File: src/sv/base64_stream_encoder_macros.svh
// Assertion helpers shared by the encoder RTL.
// Each macro samples on the rising edge of clk and is idle while rst_n is low.
`ifndef BASE64_STREAM_ENCODER_MACROS_SVH
`define BASE64_STREAM_ENCODER_MACROS_SVH

`ifndef SYNTHESIS
`define B64SE_ASSERT_SAME(label, ante, cons) \
  label: assert property (@(posedge clk) disable iff (!rst_n) (ante) |-> (cons)) \
    else $error("b64se assertion failed");
`define B64SE_ASSERT_NEXT(label, ante, cons) \
  label: assert property (@(posedge clk) disable iff (!rst_n) (ante) |=> (cons)) \
    else $error("b64se assertion failed");
`else
`define B64SE_ASSERT_SAME(label, ante, cons)
`define B64SE_ASSERT_NEXT(label, ante, cons)
`endif

`endif

File: src/sv/b64se_pkg.sv
package b64se_pkg;

  localparam logic [7:0] PAD_CHAR   = 8'h3D;
  localparam logic [7:0] PLUS_CHAR  = 8'h2B;
  localparam logic [7:0] SLASH_CHAR = 8'h2F;
  localparam logic [1:0] LAST_IDX   = 2'd3;

  // Number of bytes held by the front end.
  localparam logic [1:0] HELD_NONE = 2'd0;
  localparam logic [1:0] HELD_ONE  = 2'd1;
  localparam logic [1:0] HELD_TWO  = 2'd2;

  typedef struct packed {
    logic [7:0] data_byte;
    logic       end_of_message;
  } in_word_t;

  typedef struct packed {
    logic [7:0] out_char;
    logic       final_char;
  } out_word_t;

  // One group of four characters: sextet 0 is sent first.
  typedef struct packed {
    logic [3:0][5:0] sextets;
    logic [1:0]      pad_cnt;
    logic            fin;
  } grp_t;

  typedef struct packed {
    logic [1:0] held_cnt;
    logic       push;
  } front_status_t;

  function automatic logic [7:0] sextet_char(input logic [5:0] v);
    logic [7:0] w;
    logic [7:0] c;
    w = {2'b00, v};
    if (v < 6'd26) begin
      c = w + 8'h41;
    end else if (v < 6'd52) begin
      c = w + 8'h47;
    end else if (v < 6'd62) begin
      c = w - 8'd4;
    end else if (v == 6'd62) begin
      c = PLUS_CHAR;
    end else begin
      c = SLASH_CHAR;
    end
    return c;
  endfunction

endpackage

File: src/sv/base64_stream_encoder.sv
// A word that closes a group is written to the group queue, popped into the back end's
// group register, and its first character is then loaded into the output register.
// Throughput: the character stage sends one character a cycle while out_ready stays high,
// four per group. Reset: rst_n is synchronous and active low; it empties the held bytes,
// the group queue and the output register, and the block is ready as soon as reset is released.
`include "base64_stream_encoder_macros.svh"

module base64_stream_encoder
  import b64se_pkg::*;
#(
  parameter int QUEUE_DEPTH = 2
) (
  input  logic      clk,
  input  logic      rst_n,
  input  logic      in_valid,
  output logic      in_ready,
  input  in_word_t  in_data,
  output logic      out_valid,
  input  logic      out_ready,
  output out_word_t out_data
);

  // The front end holds up to two bytes and, once a group is complete or the message
  // ends, pushes the group's four sextets with its pad count into a short queue.
  // The back end drains the queue one character per cycle, as out_ready allows, via an output
  // register, so the input side takes words while characters wait and the queue has room.

  logic          push_valid;
  logic          push_ready;
  grp_t          push_data;
  logic          pop_valid;
  logic          pop_ready;
  grp_t          pop_data;
  front_status_t front_status;

  b64se_front u_front (
    .clk        (clk),
    .rst_n      (rst_n),
    .in_valid   (in_valid),
    .in_ready   (in_ready),
    .in_data    (in_data),
    .push_valid (push_valid),
    .push_ready (push_ready),
    .push_data  (push_data),
    .status     (front_status)
  );

  b64se_queue #(
    .DEPTH (QUEUE_DEPTH)
  ) u_queue (
    .clk        (clk),
    .rst_n      (rst_n),
    .push_valid (push_valid),
    .push_ready (push_ready),
    .push_data  (push_data),
    .pop_valid  (pop_valid),
    .pop_ready  (pop_ready),
    .pop_data   (pop_data)
  );

  b64se_back u_back (
    .clk       (clk),
    .rst_n     (rst_n),
    .pop_valid (pop_valid),
    .pop_ready (pop_ready),
    .pop_data  (pop_data),
    .out_valid (out_valid),
    .out_ready (out_ready),
    .out_data  (out_data)
  );

  // The front end never holds three bytes: the third always closes a group.
  `B64SE_ASSERT_SAME(a_held_bound, 1'b1, front_status.held_cnt != 2'd3)
  // A group enters the queue only on an accepted input word.
  `B64SE_ASSERT_SAME(a_push_on_accept, front_status.push, in_valid && in_ready)
  // A final character that is taken is not directly followed by another final character.
  `B64SE_ASSERT_NEXT(a_final_spacing, out_valid && out_ready && out_data.final_char,
                     !(out_valid && out_data.final_char))

endmodule

File: src/sv/b64se_front.sv
module b64se_front
  import b64se_pkg::*;
(
  input  logic          clk,
  input  logic          rst_n,
  input  logic          in_valid,
  output logic          in_ready,
  input  in_word_t      in_data,
  output logic          push_valid,
  input  logic          push_ready,
  output grp_t          push_data,
  output front_status_t status
);

  logic [15:0] held_r;
  logic [15:0] held_nxt;
  logic [1:0]  cnt_r;
  logic [1:0]  cnt_nxt;
  logic [23:0] word;
  logic [1:0]  pad;
  logic        emit;
  logic        acc;

  assign in_ready = push_ready;
  assign acc      = in_valid && push_ready;

  // Assemble the 24-bit group, zero-filling any bytes that a short message lacks.
  always_comb begin
    case (cnt_r)
      HELD_TWO: begin
        word = {held_r, in_data.data_byte};
        pad  = 2'd0;
        emit = 1'b1;
      end
      HELD_ONE: begin
        word = {held_r[15:8], in_data.data_byte, 8'h00};
        pad  = 2'd1;
        emit = in_data.end_of_message;
      end
      default: begin
        word = {in_data.data_byte, 16'h0000};
        pad  = 2'd2;
        emit = in_data.end_of_message;
      end
    endcase
  end

  always_comb begin
    push_valid             = in_valid && emit;
    push_data.sextets[0]   = word[23:18];
    push_data.sextets[1]   = word[17:12];
    push_data.sextets[2]   = word[11:6];
    push_data.sextets[3]   = word[5:0];
    push_data.pad_cnt      = pad;
    push_data.fin          = in_data.end_of_message;
    status.held_cnt        = cnt_r;
    status.push            = push_valid && push_ready;
  end

  always_comb begin
    held_nxt = held_r;
    cnt_nxt  = cnt_r;
    if (acc) begin
      if (emit) begin
        cnt_nxt = HELD_NONE;
      end else if (cnt_r == HELD_ONE) begin
        held_nxt = {held_r[15:8], in_data.data_byte};
        cnt_nxt  = HELD_TWO;
      end else begin
        held_nxt = {in_data.data_byte, 8'h00};
        cnt_nxt  = HELD_ONE;
      end
    end
  end

  always_ff @(posedge clk) begin
    held_r <= held_nxt;
    if (!rst_n) begin
      cnt_r <= HELD_NONE;
    end else begin
      cnt_r <= cnt_nxt;
    end
  end

endmodule

File: src/sv/b64se_queue.sv
module b64se_queue
  import b64se_pkg::*;
#(
  parameter int DEPTH = 2
) (
  input  logic clk,
  input  logic rst_n,
  input  logic push_valid,
  output logic push_ready,
  input  grp_t push_data,
  output logic pop_valid,
  input  logic pop_ready,
  output grp_t pop_data
);

  localparam int PTR_W = (DEPTH > 1) ? $clog2(DEPTH) : 1;
  localparam int CNT_W = $clog2(DEPTH + 1);

  grp_t             slot_r [DEPTH];
  logic [PTR_W-1:0] wptr_r;
  logic [PTR_W-1:0] wptr_nxt;
  logic [PTR_W-1:0] rptr_r;
  logic [PTR_W-1:0] rptr_nxt;
  logic [CNT_W-1:0] cnt_r;
  logic [CNT_W-1:0] cnt_nxt;
  logic             do_push;
  logic             do_pop;

  assign push_ready = (cnt_r != CNT_W'(DEPTH));
  assign pop_valid  = (cnt_r != '0);
  assign pop_data   = slot_r[rptr_r];
  assign do_push    = push_valid && push_ready;
  assign do_pop     = pop_valid && pop_ready;

  always_comb begin
    wptr_nxt = wptr_r;
    rptr_nxt = rptr_r;
    cnt_nxt  = cnt_r;
    if (do_push) begin
      wptr_nxt = (wptr_r == PTR_W'(DEPTH - 1)) ? '0 : wptr_r + 1'b1;
    end
    if (do_pop) begin
      rptr_nxt = (rptr_r == PTR_W'(DEPTH - 1)) ? '0 : rptr_r + 1'b1;
    end
    if (do_push && !do_pop) begin
      cnt_nxt = cnt_r + 1'b1;
    end else if (do_pop && !do_push) begin
      cnt_nxt = cnt_r - 1'b1;
    end
  end

  always_ff @(posedge clk) begin
    if (do_push) begin
      slot_r[wptr_r] <= push_data;
    end
  end

  always_ff @(posedge clk) begin
    if (!rst_n) begin
      wptr_r <= '0;
      rptr_r <= '0;
      cnt_r  <= '0;
    end else begin
      wptr_r <= wptr_nxt;
      rptr_r <= rptr_nxt;
      cnt_r  <= cnt_nxt;
    end
  end

endmodule

File: src/sv/b64se_back.sv
module b64se_back
  import b64se_pkg::*;
(
  input  logic      clk,
  input  logic      rst_n,
  input  logic      pop_valid,
  output logic      pop_ready,
  input  grp_t      pop_data,
  output logic      out_valid,
  input  logic      out_ready,
  output out_word_t out_data
);

  grp_t      grp_r;
  grp_t      grp_nxt;
  logic [1:0] idx_r;
  logic [1:0] idx_nxt;
  logic      busy_r;
  logic      busy_nxt;
  logic      ovld_r;
  logic      ovld_nxt;
  out_word_t odata_r;
  out_word_t odata_nxt;
  logic      load;
  logic      is_pad;
  out_word_t cur;

  assign load      = busy_r && (!ovld_r || out_ready);
  assign pop_ready = !busy_r || (load && (idx_r == LAST_IDX));
  assign out_valid = ovld_r;
  assign out_data  = odata_r;

  // Pads fill the tail of the group: one for two data bytes, two for one.
  always_comb begin
    is_pad = ((idx_r == LAST_IDX) && (grp_r.pad_cnt != 2'd0)) ||
             ((idx_r == 2'd2) && (grp_r.pad_cnt == 2'd2));
    cur.out_char   = is_pad ? PAD_CHAR : sextet_char(grp_r.sextets[idx_r]);
    cur.final_char = grp_r.fin && (idx_r == LAST_IDX);
  end

  always_comb begin
    grp_nxt   = grp_r;
    idx_nxt   = idx_r;
    busy_nxt  = busy_r;
    ovld_nxt  = ovld_r;
    odata_nxt = odata_r;
    if (out_ready) begin
      ovld_nxt = 1'b0;
    end
    if (load) begin
      ovld_nxt  = 1'b1;
      odata_nxt = cur;
      idx_nxt   = idx_r + 1'b1;
      if (idx_r == LAST_IDX) begin
        busy_nxt = 1'b0;
      end
    end
    if (pop_valid && pop_ready) begin
      grp_nxt  = pop_data;
      idx_nxt  = 2'd0;
      busy_nxt = 1'b1;
    end
  end

  always_ff @(posedge clk) begin
    grp_r   <= grp_nxt;
    odata_r <= odata_nxt;
    if (!rst_n) begin
      idx_r  <= 2'd0;
      busy_r <= 1'b0;
      ovld_r <= 1'b0;
    end else begin
      idx_r  <= idx_nxt;
      busy_r <= busy_nxt;
      ovld_r <= ovld_nxt;
    end
  end

endmodule

File: config.mk
export PLATFORM = sky130hd
export DESIGN_NAME = base64_stream_encoder
export DESIGN_NICKNAME = d
export VERILOG_FILES = /design/src/sv/b64se_pkg.sv /design/src/sv/base64_stream_encoder.sv /design/src/sv/b64se_front.sv /design/src/sv/b64se_queue.sv /design/src/sv/b64se_back.sv
export VERILOG_INCLUDE_DIRS = /design/src /design/src/sv
export SDC_FILE = /design/constraint.sdc
export NUM_CORES = 1
export LEC_CHECK = 0
export BUFFER_PORTS_ARGS = -buffer_cell sky130_fd_sc_hd__buf_2
export CELL_PAD_IN_SITES_DETAIL_PLACEMENT = 1
export CELL_PAD_IN_SITES_GLOBAL_PLACEMENT = 2
export CORE_MARGIN = 8
export CORE_UTILIZATION = 25
export CTS_CLUSTER_SIZE = 12
export DETAILED_ROUTE_END_ITERATION = 10
export GPL_TIMING_DRIVEN = 0
export PLACE_DENSITY = 0.51
export SYNTH_ARGS = -nofsm -noshare
export SYNTH_HDL_FRONTEND = slang
export SYNTH_SLANG_ARGS = --single-unit
File: constraint.sdc
create_clock -name clk -period 3.9 [get_ports clk]
set_input_delay 0.195 -clock clk [delete_from_list [all_inputs] [get_ports clk]]
set_output_delay 0.195 -clock clk [all_outputs]
set_load 0.02 [all_outputs]
==> impl_metrics.py <==
metrics = {
    "power_and_ir_drop": {
        "irDropWorstVdd_mv": 0.3043,
        "p_leak_nw": 2.096,
        "p_per_area_nw_per_um2": 811.7,
    },
    "placed_design": {
        "dp_cells": 624,
        "port_buffers": 23,
        "gp_congestion": 0.7677,
        "pre_cts_ws_ns": 1.126,
        "place_area_um2": 5386,
        "dp_hpwl_um": 7306,
    },
    "synth": {
        "synth-seq-cells": 116,
        "syn_inst": 334,
        "async_reset_ff_frac": 0,
        "ys_warn_count": 0,
        "synth_fp_nets": 358,
        "ys_seq_area_frac": 0.6882,
        "syn-cell-area_um2": 4916,
        "syn_area_per_cell_um2": 14.72,
        "synthFlopType": "edfxtp_1",
        "synth_edf_count": 106,
        "ys_types": 42,
    },
    "setup_path": {
        "cp-start-kind": "register",
        "worst-endpoint-arrival_ns": 2.93,
        "cpMaxStageDelayCell": "mux4_2",
        "cp.buffers_inverters": 5,
        "max_stage_delay_ns": 0.51,
        "worstReg2RegEnd": "u_back.out_data[4]",
        "reg2reg_slack_ns": 1.11,
        "critPathCaptureType": "register",
        "critPathKind": "reg2reg",
        "cp_top_family": "buffers and inverters",
        "worstPathRequired_ns": 4.04,
        "cp_max_fo": 8,
        "path_cells": "buf_6 > mux4_2 > buf_6 > inv_1 > ha_1 > inv_1 > and3_1 > buf_4 > mux2i_1 > a2111o_1 > o41a_1",
        "reg2reg_from": "u_back.idx_r[0]",
        "rr_worst_depth": 11,
    },
    "floorplanning": {
        "fp.dieW_um": 156.2,
        "start_util": 0.2534,
        "dieHeight_um": 156.2,
        "io_pins": 24,
        "coreArea_um2": 19400,
        "row_count": 51,
        "die-area_um2": 24410,
    },
    "sta": {
        "hold_viol": 0,
        "fin_ws_ns": 1.114,
        "min_period_over_period": 0.7143,
        "maxSlewViolCount": 0,
        "slew_headroom": 0.1300,
        "finalCriticalPeriod_ns": 2.786,
        "rsz0062_at_grt": "false",
        "worst_pin_slew_ns": 1.305,
        "clock.fmax_mhz": 359.0,
        "finClkSkew_ns": 0.008770,
        "final-setup-viol-count": 0,
    },
    "clock_tree": {
        "path_clk_slew_ns": 0.06,
        "cts-root-buf": "clkbuf_16",
        "insertion_delay_ns": 0.40,
        "cts_sinks": 116,
        "cts_tree": "yes",
        "cts_resized": 0,
        "cts_max_level": 4,
        "cts_max_path_buffers": 2,
        "cts_made_buffers": 17,
    },
    "layout": {
        "stdcell_count": 656,
        "antenna_cells": 0,
        "area_growth_pct": 22.91,
        "final_area_um2": 6042,
        "fin_nets": 403,
        "drive_gt1_frac": 0.2379,
    },
    "status": {
        "status": "completed",
    },
    "grt": {
        "grt_pass1_wl_um": 16550,
        "antenna_found_initial": 0,
        "grt_max_degree": 28,
        "grt_use_total": 0.08930,
        "grt.overflow.total": 0,
        "grt_pass1_vias": 2947,
    },
    "hold_path": {
        "min_to": "u_front.held_r[14]",
        "hold_depth": 1,
        "hold_class": "in2reg",
        "hp-start": "in_data[7]",
    },
    "routing": {
        "ant_nets": 0,
        "drtPass1Iterations": 4,
        "vias": 2667,
        "drc": 0,
        "drt-total-wl_um": 10070,
        "drtIter0Drc": 123,
        "vias_per_cell": 4.066,
        "wl_per_cell_um": 15.36,
    },
    "job": {
        "maxCapViolCount": 0,
    },
}
[registers in the layout, summed over array words and instances (netlist names)]
register / count
u_queue.wptr_r: 1
u_back.busy_r: 1
u_back.out_data: 9
u_front.held_r: 16
u_queue.rptr_r: 1
u_queue.slot_r: 54
u_back.idx_r: 2
u_front.cnt_r: 2
u_back.out_valid: 1
u_back.grp_r: 27
u_queue.cnt_r: 2
[report_power, final]
part | total (mW) | switching, mW | internal [mW]
Clock | 1.70 | 0.525 | 1.18
Combinational | 1.42 | 0.838 | 0.579
Sequential | 1.78 | 0.0719 | 1.71
Total | 4.90 | 1.44 | 3.47
[final cells by class]
type / count / area [um^2]
Buffer: 14 / 82.58
Clock buffer: 17 / 425.4
Clock inverter: 14 / 215.2
Fill cell: 2110 / 13360
Inverter: 11 / 41.29
Multi-Input combinational cell: 193 / 1419
Sequential cell: 116 / 3383
Tap cell: 265 / 331.6
Timing Repair Buffer: 26 / 143.9
[routing by layer]
layer  share of wire  vias up  global-route usage
met5               0        -                   0
met4          0.0073        0             0.03341
met3           0.030        6             0.02951
met2            0.48       43              0.1424
met1            0.48     1293              0.1106
li1                -     1325                   -
[repair_timing]
| action | in CTS | in global routing |
|---|---|---|
| hold buffers | 1 | 0 |
| buffers inserted | 0 | 0 |
| hold endpoints to repair | 1 | 0 |
[metrics by stage]
stage               hold WS, ns  utilization  setup TNS [ns]  total power, mW
floorplan                0.2939            -               0            2.865
detailed placement       0.4254       0.2777               0            3.262
global route           0.008291       0.3115               0            5.192
global placement         0.4252       0.2764          -15.80            3.249
finish                  0.01636       0.3115               0            4.905
CTS                    0.001409       0.3112               0            4.987
[worst register-to-register path: stages, from the launching register on]
cell	delay [ns]
dfxtp_1	0.34
buf_6	0.17
mux4_2	0.52
buf_6	0.15
inv_1	0.10
ha_1	0.20
inv_1	0.10
and3_1	0.15
buf_4	0.15
mux2i_1	0.12
a2111o_1	0.39
o41a_1	0.12
[how the worst max path moves through the flow]
stage / cells past startpoint / endpoint / startpoint / slack [ns]
floorplan: 3 / u_queue.slot_r[0][0] / u_queue.cnt_r[0] / 0.64
global placement: 3 / u_queue.slot_r[0][24] / u_queue.cnt_r[0] / -0.57
detailed placement: 11 / u_back.out_data[4] / u_back.idx_r[0] / 1.13
CTS: 11 / u_back.out_data[4] / u_back.idx_r[0] / 1.12
global route: 5 / u_front.held_r[13] / u_front.cnt_r[1] / 0.98
finish: 11 / u_back.out_data[4] / u_back.idx_r[0] / 1.11
[Yosys cell counts (4+ instances only)]
library cell,number,area [um^2]
dfxtp_1,10,200.2
mux4_2,5,112.6
and2_1,24,150.1
clkbuf_1,9,33.78
nand2_1,33,123.9
inv_1,11,41.29
o21ai_0,14,70.07
edfxtp_1,106,3183
mux2_2,27,304.0
ha_1,11,137.6
nor2b_1,4,25.02
nor2_1,15,56.30
xnor2_1,4,35.03
a21oi_1,14,70.07
[placed cells by master, fill, tap and decap left out, drive strengths merged, types with 3 or more instances in the layout]
cell,n
dfxtp,10
nand2,33
clkinv,7
a21boi,3
or3,3
clkbuf,26
o21ai,14
mux2i,3
edfxtp,106
bufinv,6
nor3,3
nor2,15
mux4,5
inv,11
nor2b,4
nand3,3
mux2,27
and2,24
a21oi,15
ha,11
a21o,3
a211oi,3
xnor2,4
buf,30
[cells by family (layout without fill, tap and decap cells)]
kind of cell / after synthesis / in the layout / synth area share
AOI/OAI and AO/OA: 51 / 51 / 0.06898
xor gates and xnor gates: 5 / 5 / 0.008908
adders and majority gates: 11 / 11 / 0.02800
buffers and inverters: 25 / 82 / 0.02520
DFF: 116 / 116 / 0.6882
muxes: 35 / 35 / 0.09086
and+or+nand+nor: 91 / 91 / 0.08984
Note: power is estimated with default switching activity, not from simulation.
